<file path="src/rtl/steq_pkg.sv">
// ----------------------------------------------------------------------------
// steq_pkg: shared types and codes of the sorted timeout event queue
// Transaction payloads, the queue entry layout, result kinds and the
// sequencer states.
// ----------------------------------------------------------------------------
package steq_pkg;

	// item function codes
	localparam logic FUNC_TICK = 1'b0;
	localparam logic FUNC_ADD  = 1'b1;

	// result kinds
	localparam logic [1:0] KIND_ADD_OK   = 2'd0;
	localparam logic [1:0] KIND_ADD_FULL = 2'd1;
	localparam logic [1:0] KIND_EXPIRED  = 2'd2;

	// tick rate after reset
	localparam logic [31:0] TPS_RESET = 32'd19200000;

	// input transaction
	typedef struct packed {
		logic        func;
		logic [31:0] duration;
		logic [15:0] event_tag;
	} item_t;

	// output transaction
	typedef struct packed {
		logic [1:0]  kind;
		logic [15:0] expired_tag;
		logic [31:0] registered_second;
		logic [31:0] expired_duration;
		logic [31:0] now_second;
		logic [4:0]  pending_count;
	} result_t;

	// one stored event
	typedef struct packed {
		logic [31:0] start;
		logic [31:0] length;
		logic [15:0] label;
	} entry_t;

	// sequencer states
	typedef enum logic [2:0] {
		ST_IDLE,
		ST_TICK_CHK,
		ST_SCAN,
		ST_SHIFT,
		ST_INSERT,
		ST_RESULT
	} state_t;

endpackage

</file>
<file path="src/rtl/steq_ram.sv">
// ----------------------------------------------------------------------------
// steq_ram: generic simple dual-port memory
// One write port and one read port, read data registered.
// ----------------------------------------------------------------------------
module steq_ram #(
	parameter int WIDTH = 80,
	parameter int DEPTH = 16
) (
	input  logic                     clk,
	input  logic                     wr_en,
	input  logic [$clog2(DEPTH)-1:0] wr_addr,
	input  logic [WIDTH-1:0]         wr_data,
	input  logic [$clog2(DEPTH)-1:0] rd_addr,
	output logic [WIDTH-1:0]         rd_data
);

	logic [WIDTH-1:0] mem_q [DEPTH];

	// write and registered read
	always_ff @(posedge clk) begin
		if (wr_en) begin
			mem_q[wr_addr] <= wr_data;
		end
		rd_data <= mem_q[rd_addr];
	end

endmodule

</file>
<file path="src/rtl/sorted_timeout_event_queue_core.sv">
// ----------------------------------------------------------------------------
// sorted_timeout_event_queue_core: deadline-sorted timeout event queue
// Keeps a saturating clock in seconds, advanced by tick transactions, and a
// queue of events sorted by deadline, held as a ring buffer in one memory.
// ----------------------------------------------------------------------------
//  channel | direction | handshake             | payload
//  --------+-----------+-----------------------+---------------------------
//  item    | in        | item_valid/item_stall | item_t (func, duration, tag)
//  result  | out       | result_valid/_stall   | result_t
//  cfg     | in        | cfg_valid/cfg_ready   | ticks_per_second (32 bit)
//
// A tick on an empty queue only advances the clock, else it checks the head
// entry and gives a result on expiry; an expiry only moves the ring head and
// lowers the count. An add scans past the entries whose deadline is not later
// than its own, moves the later entries up, inserts and gives a result; the
// single memory read port serves the scan and shift. A refused add gives its
// result directly. Reset clears the clock, the ring pointers and the count; no
// memory clearing. item is taken only in the idle state; a stalled result waits
// in its output register while the next item is accepted.
// ----------------------------------------------------------------------------
module sorted_timeout_event_queue_core #(
	parameter int QUEUE_DEPTH = 16
) (
	input  logic              clk,
	input  logic              arst_n,
	input  logic              item_valid,
	output logic              item_stall,
	input  steq_pkg::item_t   item,
	output logic              result_valid,
	input  logic              result_stall,
	output steq_pkg::result_t result,
	input  logic              cfg_valid,
	output logic              cfg_ready,
	input  logic [31:0]       cfg_data
);

	import steq_pkg::*;

	localparam int AW = $clog2(QUEUE_DEPTH);
	localparam int CW = $clog2(QUEUE_DEPTH + 1);
	localparam int EW = $bits(entry_t);

	state_t state_q, state_nx;

	// clock and configuration
	logic [31:0] tps_q;
	logic [31:0] sub_q;
	logic [31:0] sec_q;

	// ring buffer control
	logic [AW-1:0] hd_q;
	logic [AW-1:0] tl_q;
	logic [CW-1:0] cnt_q;

	// add sequencing
	logic [CW-1:0] k_q;
	logic [AW-1:0] p_q;
	logic [CW-1:0] j_q;
	logic [AW-1:0] ja_q;
	logic [32:0]   dl_q;
	entry_t        new_q;

	// result staging and output register
	result_t res_q;
	result_t out_q;
	logic    out_valid_q;

	// memory ports
	logic          wr_en;
	logic [AW-1:0] wr_addr;
	entry_t        wr_data;
	logic [AW-1:0] rd_addr;
	logic [EW-1:0] rd_raw;
	entry_t        rd_ent;

	// shared deadline compare
	logic [32:0] cmp_lhs;
	logic [32:0] cmp_rhs;
	logic        cmp_le;

	logic        item_acc;
	logic        out_free;
	logic [32:0] sub_nx;
	logic        sec_wrap;
	logic        scan_end;
	logic        q_full;

	// ring index helpers
	function automatic logic [AW-1:0] ring_inc(input logic [AW-1:0] x);
		ring_inc = (x == AW'(QUEUE_DEPTH - 1)) ? '0 : x + 1'b1;
	endfunction

	function automatic logic [AW-1:0] ring_dec(input logic [AW-1:0] x);
		ring_dec = (x == '0) ? AW'(QUEUE_DEPTH - 1) : x - 1'b1;
	endfunction

	assign item_stall   = (state_q != ST_IDLE);
	assign item_acc     = item_valid && !item_stall;
	assign cfg_ready    = 1'b1;
	assign result_valid = out_valid_q;
	assign result       = out_q;
	assign out_free     = !out_valid_q || !result_stall;
	assign q_full       = (cnt_q == CW'(QUEUE_DEPTH));

	// sub-second counter wrap
	assign sub_nx   = {1'b0, sub_q} + 33'd1;
	assign sec_wrap = (sub_nx >= {1'b0, tps_q});

	// deadline of the entry just read against the current limit
	assign rd_ent  = entry_t'(rd_raw);
	assign cmp_lhs = {1'b0, rd_ent.start} + {1'b0, rd_ent.length};
	assign cmp_rhs = (state_q == ST_TICK_CHK) ? {1'b0, sec_q} : dl_q;
	assign cmp_le  = (cmp_lhs <= cmp_rhs);
	assign scan_end = (k_q == cnt_q) || !cmp_le;

	steq_ram #(
		.WIDTH(EW),
		.DEPTH(QUEUE_DEPTH)
	) u_ram (
		.clk    (clk),
		.wr_en  (wr_en),
		.wr_addr(wr_addr),
		.wr_data(wr_data),
		.rd_addr(rd_addr),
		.rd_data(rd_raw)
	);

	// next state
	always_comb begin
		state_nx = state_q;
		case (state_q)
			ST_IDLE: begin
				if (item_acc) begin
					if (item.func == FUNC_ADD) begin
						state_nx = q_full ? ST_RESULT : ST_SCAN;
					end else begin
						state_nx = (cnt_q != '0) ? ST_TICK_CHK : ST_IDLE;
					end
				end
			end
			ST_TICK_CHK: begin
				state_nx = cmp_le ? ST_RESULT : ST_IDLE;
			end
			ST_SCAN: begin
				if (k_q == cnt_q) begin
					state_nx = ST_INSERT;
				end else if (!cmp_le) begin
					state_nx = ST_SHIFT;
				end
			end
			ST_SHIFT: begin
				if (j_q == k_q) begin
					state_nx = ST_INSERT;
				end
			end
			ST_INSERT: begin
				state_nx = ST_RESULT;
			end
			ST_RESULT: begin
				if (out_free) begin
					state_nx = ST_IDLE;
				end
			end
			default: begin
				state_nx = ST_IDLE;
			end
		endcase
	end

	// memory control
	always_comb begin
		wr_en   = 1'b0;
		wr_addr = ja_q;
		wr_data = rd_ent;
		rd_addr = hd_q;
		case (state_q)
			ST_SCAN: begin
				if (k_q != cnt_q && !cmp_le) begin
					rd_addr = ring_dec(tl_q);
				end else begin
					rd_addr = ring_inc(p_q);
				end
			end
			ST_SHIFT: begin
				wr_en   = 1'b1;
				wr_addr = ring_inc(ja_q);
				wr_data = rd_ent;
				rd_addr = ring_dec(ja_q);
			end
			ST_INSERT: begin
				wr_en   = 1'b1;
				wr_addr = p_q;
				wr_data = new_q;
			end
			default: begin
				rd_addr = hd_q;
			end
		endcase
	end

	// control state
	always_ff @(posedge clk or negedge arst_n) begin
		if (!arst_n) begin
			state_q     <= ST_IDLE;
			tps_q       <= TPS_RESET;
			sub_q       <= '0;
			sec_q       <= '0;
			hd_q        <= '0;
			tl_q        <= '0;
			cnt_q       <= '0;
			out_valid_q <= 1'b0;
		end else begin
			state_q <= state_nx;
			if (cfg_valid && cfg_ready) begin
				tps_q <= cfg_data;
			end
			// clock advance on a tick transaction
			if (item_acc && item.func == FUNC_TICK) begin
				if (sec_wrap) begin
					sub_q <= '0;
					if (sec_q != 32'hFFFF_FFFF) begin
						sec_q <= sec_q + 32'd1;
					end
				end else begin
					sub_q <= sub_nx[31:0];
				end
			end
			// head leaves on expiry
			if (state_q == ST_TICK_CHK && cmp_le) begin
				hd_q  <= ring_inc(hd_q);
				cnt_q <= cnt_q - 1'b1;
			end
			// tail grows on insert
			if (state_q == ST_INSERT) begin
				tl_q  <= ring_inc(tl_q);
				cnt_q <= cnt_q + 1'b1;
			end
			// output register
			if (state_q == ST_RESULT && out_free) begin
				out_valid_q <= 1'b1;
			end else if (out_valid_q && !result_stall) begin
				out_valid_q <= 1'b0;
			end
		end
	end

	// add datapath and result staging
	always_ff @(posedge clk) begin
		case (state_q)
			ST_IDLE: begin
				if (item_acc && item.func == FUNC_ADD) begin
					dl_q         <= {1'b0, sec_q} + {1'b0, item.duration};
					new_q.start  <= sec_q;
					new_q.length <= item.duration;
					new_q.label  <= item.event_tag;
					k_q          <= '0;
					p_q          <= hd_q;
					res_q.kind              <= KIND_ADD_FULL;
					res_q.expired_tag       <= '0;
					res_q.registered_second <= '0;
					res_q.expired_duration  <= '0;
					res_q.now_second        <= sec_q;
					res_q.pending_count     <= 5'(cnt_q);
				end
			end
			ST_TICK_CHK: begin
				res_q.kind              <= KIND_EXPIRED;
				res_q.expired_tag       <= rd_ent.label;
				res_q.registered_second <= rd_ent.start;
				res_q.expired_duration  <= rd_ent.length;
				res_q.now_second        <= sec_q;
				res_q.pending_count     <= 5'(cnt_q - 1'b1);
			end
			ST_SCAN: begin
				if (!scan_end) begin
					k_q <= k_q + 1'b1;
					p_q <= ring_inc(p_q);
				end else if (k_q != cnt_q) begin
					j_q  <= cnt_q - 1'b1;
					ja_q <= ring_dec(tl_q);
				end
			end
			ST_SHIFT: begin
				j_q  <= j_q - 1'b1;
				ja_q <= ring_dec(ja_q);
			end
			ST_INSERT: begin
				res_q.kind              <= KIND_ADD_OK;
				res_q.expired_tag       <= '0;
				res_q.registered_second <= '0;
				res_q.expired_duration  <= '0;
				res_q.now_second        <= sec_q;
				res_q.pending_count     <= 5'(cnt_q + 1'b1);
			end
			ST_RESULT: begin
				if (out_free) begin
					out_q <= res_q;
				end
			end
			default: begin
				k_q <= k_q;
			end
		endcase
	end

endmodule
</file>
<file path="config.mk">
export PLATFORM = sky130hd
export DESIGN_NAME = sorted_timeout_event_queue_core
export DESIGN_NICKNAME = d
export VERILOG_FILES = /design/src/rtl/steq_pkg.sv /design/src/rtl/steq_ram.sv /design/src/rtl/sorted_timeout_event_queue_core.sv
export SDC_FILE = /design/constraint.sdc
export NUM_CORES = 2
export LEC_CHECK = 0
export BUFFER_PORTS_ARGS = -buffer_cell sky130_fd_sc_hd__buf_4
export CELL_PAD_IN_SITES_DETAIL_PLACEMENT = 0
export CELL_PAD_IN_SITES_GLOBAL_PLACEMENT = 1
export CORE_MARGIN = 3
export CORE_UTILIZATION = 35
export DETAILED_ROUTE_END_ITERATION = 10
export GPL_ROUTABILITY_DRIVEN = 1
export PLACE_DENSITY_LB_ADDON = 0.1
export SLEW_MARGIN = 20
export SYNTH_ARGS = -nofsm -noshare
export SYNTH_HDL_FRONTEND = slang
export SYNTH_SLANG_ARGS = --single-unit
</file>
<file path="constraint.sdc">
create_clock -name clk -period 26.8 [get_ports clk]
set_input_delay 5.36 -clock clk [delete_from_list [all_inputs] [get_ports clk]]
set_output_delay 5.36 -clock clk [all_outputs]
set_load 0.01 [all_outputs]
</file>
==> results.sh <==
export IMPL_slew_viol_final=0
export IMPL_irDropWorstVdd_mv=0.187
export IMPL_comb_power_share=0.398
export IMPL_power_internal_mw=7.09
export IMPL_clock_sinks=1842
export IMPL_antenna_found_initial=11
export IMPL_stdcell_count=8796
export IMPL_arrival_ns=10.74
export IMPL_yosys_area_top_type="edfxtp_1"
export IMPL_syn_area_mm2=0.0751
export IMPL_crit_slowest_cell="buf_4"
export IMPL_syn_num_nets=5821
export IMPL_status="complete, no violations"
export IMPL_setup_viol=0
export IMPL_period_share=0.374
export IMPL_design_core_area_mm2=0.213
export IMPL_drive_above_1_share=0.109
export IMPL_swShare=0.405
export IMPL_numPortBuffers=206
export IMPL_worst_ep_required_time_ns=27.52
export IMPL_synth_top_area_frac=0.660
export IMPL_seqPwrFrac=0.370
export IMPL_hold_buffers=0
export IMPL_wl_mm=233
export IMPL_synth_cells=5590
export IMPL_boundaryPins=208
export IMPL_grt_usage=0.208
export IMPL_crit_family="compound AO/OA/AOI/OAI gates"
export IMPL_synth_seq_cells=1842
export IMPL_path_class="reg2reg"
export IMPL_seq_area_frac_synth=0.719
export IMPL_post_cts_buffers=0
export IMPL_gp_congestion=0.803
export IMPL_die_y_um=469
export IMPL_syn_area_per_cell_um2=13.4
export IMPL_nets=6028
export IMPL_rows=169
export IMPL_hold_path_class="reg2reg"
export IMPL_fin_hold_ws_ns=0.390
export IMPL_ys_top_cells_by_area="edfxtp_1, nand2_1, nand3_1, dfrtp_1, mux2i_1"
export IMPL_rsz0062_at_grt="false"
export IMPL_dp_cells=8410
export IMPL_area_growth_pct=15.2
export IMPL_clkTransAtPathRegs_ns=0.06
export IMPL_htree_levels=4
export IMPL_cts_path_max_buffers=3
export IMPL_cts_buffers_inserted=205
export IMPL_cts_repair_resized=0
export IMPL_cp_common_cell="buf_4"
export IMPL_wl_per_cell_um=26.5
export IMPL_cellPowerDensity_mw_per_mm2=138
export IMPL_dr_pass1_iters=6
export IMPL_ys_warn_count=0
export IMPL_switchingPower_mw=4.83
export IMPL_cp_buffers_inverters=5
export IMPL_setup_slack_ns=16.78
export IMPL_synthFlopType="edfxtp_1"
export IMPL_fin_skew_ns=0.0522
export IMPL_grt_max_degree=177
export IMPL_slew_headroom=0.219
export IMPL_power_mw=11.9
export IMPL_dp_hpwl_mm=133
export IMPL_tritoncts="done"
export IMPL_die_area_mm2=0.220
export IMPL_grt_pass1_wl_mm=330
export IMPL_worstSetupStartpointType="flip-flop"
export IMPL_period_needed_ns=10.02
export IMPL_synth_edff_count=1649
export IMPL_max_stage_delay_ns=0.80
export IMPL_cts_root_buf="clkbuf_16"
export IMPL_clockPowerShare=0.232
export IMPL_vias=45900
export IMPL_drc_errors=0
export IMPL_max_freq_mhz=99.8
export IMPL_max_slew_worst_pin_slew_ns=1.17
export IMPL_synth_cell_types=80
export IMPL_cp_end_kind="flip-flop"
export IMPL_dp_slack_ns=16.90
export IMPL_initial_core_util=0.353
export IMPL_cellLeakagePower_nw=31.4
export IMPL_drt_antenna_violating_nets=0
export IMPL_drt_iter0_drc=4205
export IMPL_first_global_vias=44500
export IMPL_overflow=0
export IMPL_tns_ns=0
export IMPL_rrSetupSlack_ns=16.78
export IMPL_critPathMaxFanout=63
export IMPL_detail_route_vias_per_cell=5.21
export IMPL_async_flop_share=0.0613
export IMPL_die_w_um=469
export IMPL_max_cap_violations=0
export IMPL_clk_latency_ns=0.86
export IMPL_hold_viol=0
## power groups by stage
| stage | logic (mW) | registers (mW) | clock network (mW) |
|---|---|---|---|
| after floorplan | 3.07 | 4.38 | 0 |
| after global placement | 4.77 | 4.46 | 0 |
| after detailed placement | 4.77 | 4.47 | 0 |
| after CTS | 4.79 | 4.41 | 2.83 |
| after global routing | 5.21 | 4.45 | 2.95 |
| final | 4.74 | 4.41 | 2.77 |
## layer usage
| metal | routed length, um | track usage | part of all wire | vias up |
|---|---|---|---|---|
| li1 | - | - | - | 21100 |
| met1 | 105000 | 0.287 | 0.45 | 23300 |
| met2 | 112000 | 0.343 | 0.48 | 1189 |
| met3 | 10600 | 0.0295 | 0.046 | 279 |
| met4 | 5600 | 0.0561 | 0.024 | 0 |
| met5 | 0 | 0 | 0 | - |
## placed cells by master (no fill, tap or decap), drive strengths merged, types with 6 or more instances in the layout
cell type,Yosys,final
nor2,129,129
nand2,1207,1207
clkbuf,224,303
and3,19,19
a211oi,10,10
dfstp,8,8
a31oi,10,10
nand3,527,527
nor4,9,9
and2,85,85
o31ai,13,13
xnor2,91,91
o22ai,9,9
o21a,13,13
bufinv,0,12
a22oi,85,85
o21bai,9,9
dfxtp,80,80
nand4,34,34
or3,8,8
a221o,80,80
a21o,39,39
clkinv,0,61
a21oi,252,252
nand2b,27,27
xor2,48,48
dfrtp,105,105
edfxtp,1649,1649
o21ai,125,125
o211ai,8,8
buf,77,301
inv,75,81
nor3,34,34
mux2i,198,198
a32oi,78,78
and4,10,10
or2,6,6
ha,143,143
nor2b,13,13
## final timing paths
check                                          start                         to  depth (start not counted)
max reg2reg                u_ram.rd_data[16]$_DFF_P_  u_ram.rd_data[62]$_DFF_P_                         30
max in group asynchronous                     arst_n       sec_q[8]$_DFFE_PN0P_                          2
min in group asynchronous                     arst_n        tl_q[3]$_DFFE_PN0P_                          1
max                        u_ram.rd_data[16]$_DFF_P_  u_ram.rd_data[62]$_DFF_P_                         30
min                              res_q[15]$_DFFE_PP_       result[15]$_DFFE_PP_                          0
min reg2reg                      res_q[15]$_DFFE_PP_       result[15]$_DFFE_PP_                          0
## cell families (layout without fill, tap and decap cells)
kind of cell / Yosys count / count (layout) / synth area share
compound gates: 767 / 767 / 0.0688
xor+xnor: 139 / 139 / 0.0162
fa+ha+maj: 145 / 145 / 0.0244
buf+inv: 376 / 759 / 0.0206
flops: 1842 / 1842 / 0.719
mux: 203 / 203 / 0.0271
other cells: 1 / 3 / 0.0000499
simple gates: 2117 / 2117 / 0.124
## final cells by class
cell class	instances	area, um^2
Fill cell	19900	126000
Tap cell	2821	3530
Antenna cell	2	5.00
Sequential cell	1842	54000
Inverter	75	292
Clock buffer	303	5770
Clock inverter	80	807
Timing Repair Buffer	301	2350
Multi-Input combinational cell	3372	19800
## worst reg2reg max path: cells and delay by family (launching register included)
kind | cells | cell delay, ns
AO/OA/AOI/OAI | 14 | 4.04
adder cells (fa/ha/maj) | 3 | 0.77
buffers and inverters | 5 | 3.20
flip-flops | 1 | 0.33
multiplexers | 1 | 0.27
AND/OR/NAND/NOR | 7 | 1.26
## per-stage QoR
step | utilization | area, um^2
finish | 0.407 | 86500
global route | 0.407 | 86500
CTS | 0.407 | 86500
detailed placement | 0.376 | 79900
global placement | 0.376 | 79900
floorplan | - | 75100
## registers in the layout, summed over array words and instances (netlist names), 33 cells and up
signal         cells
u_ram.rd_data     80
result           119
dl_q              33
u_ram.mem_q     1280
new_q             80
res_q            119
## synth_stat cells, types with 32 or more instances
master and count:
nand2_1 1207, buf_2 56, edfxtp_1 1649, a32oi_1 78, nor3_1 32, nand4_1 33, clkbuf_1 224, xor2_1 48
a22oi_1 85, dfrtp_1 105, a221o_1 80, dfxtp_1 80, o21ai_0 119, and2_1 85, inv_1 75, xnor2_1 91
ha_1 143, a21oi_1 251, nand3_1 526, nor2_1 127, a21o_1 39, mux2i_1 198
(Power assumes the default switching activity.)
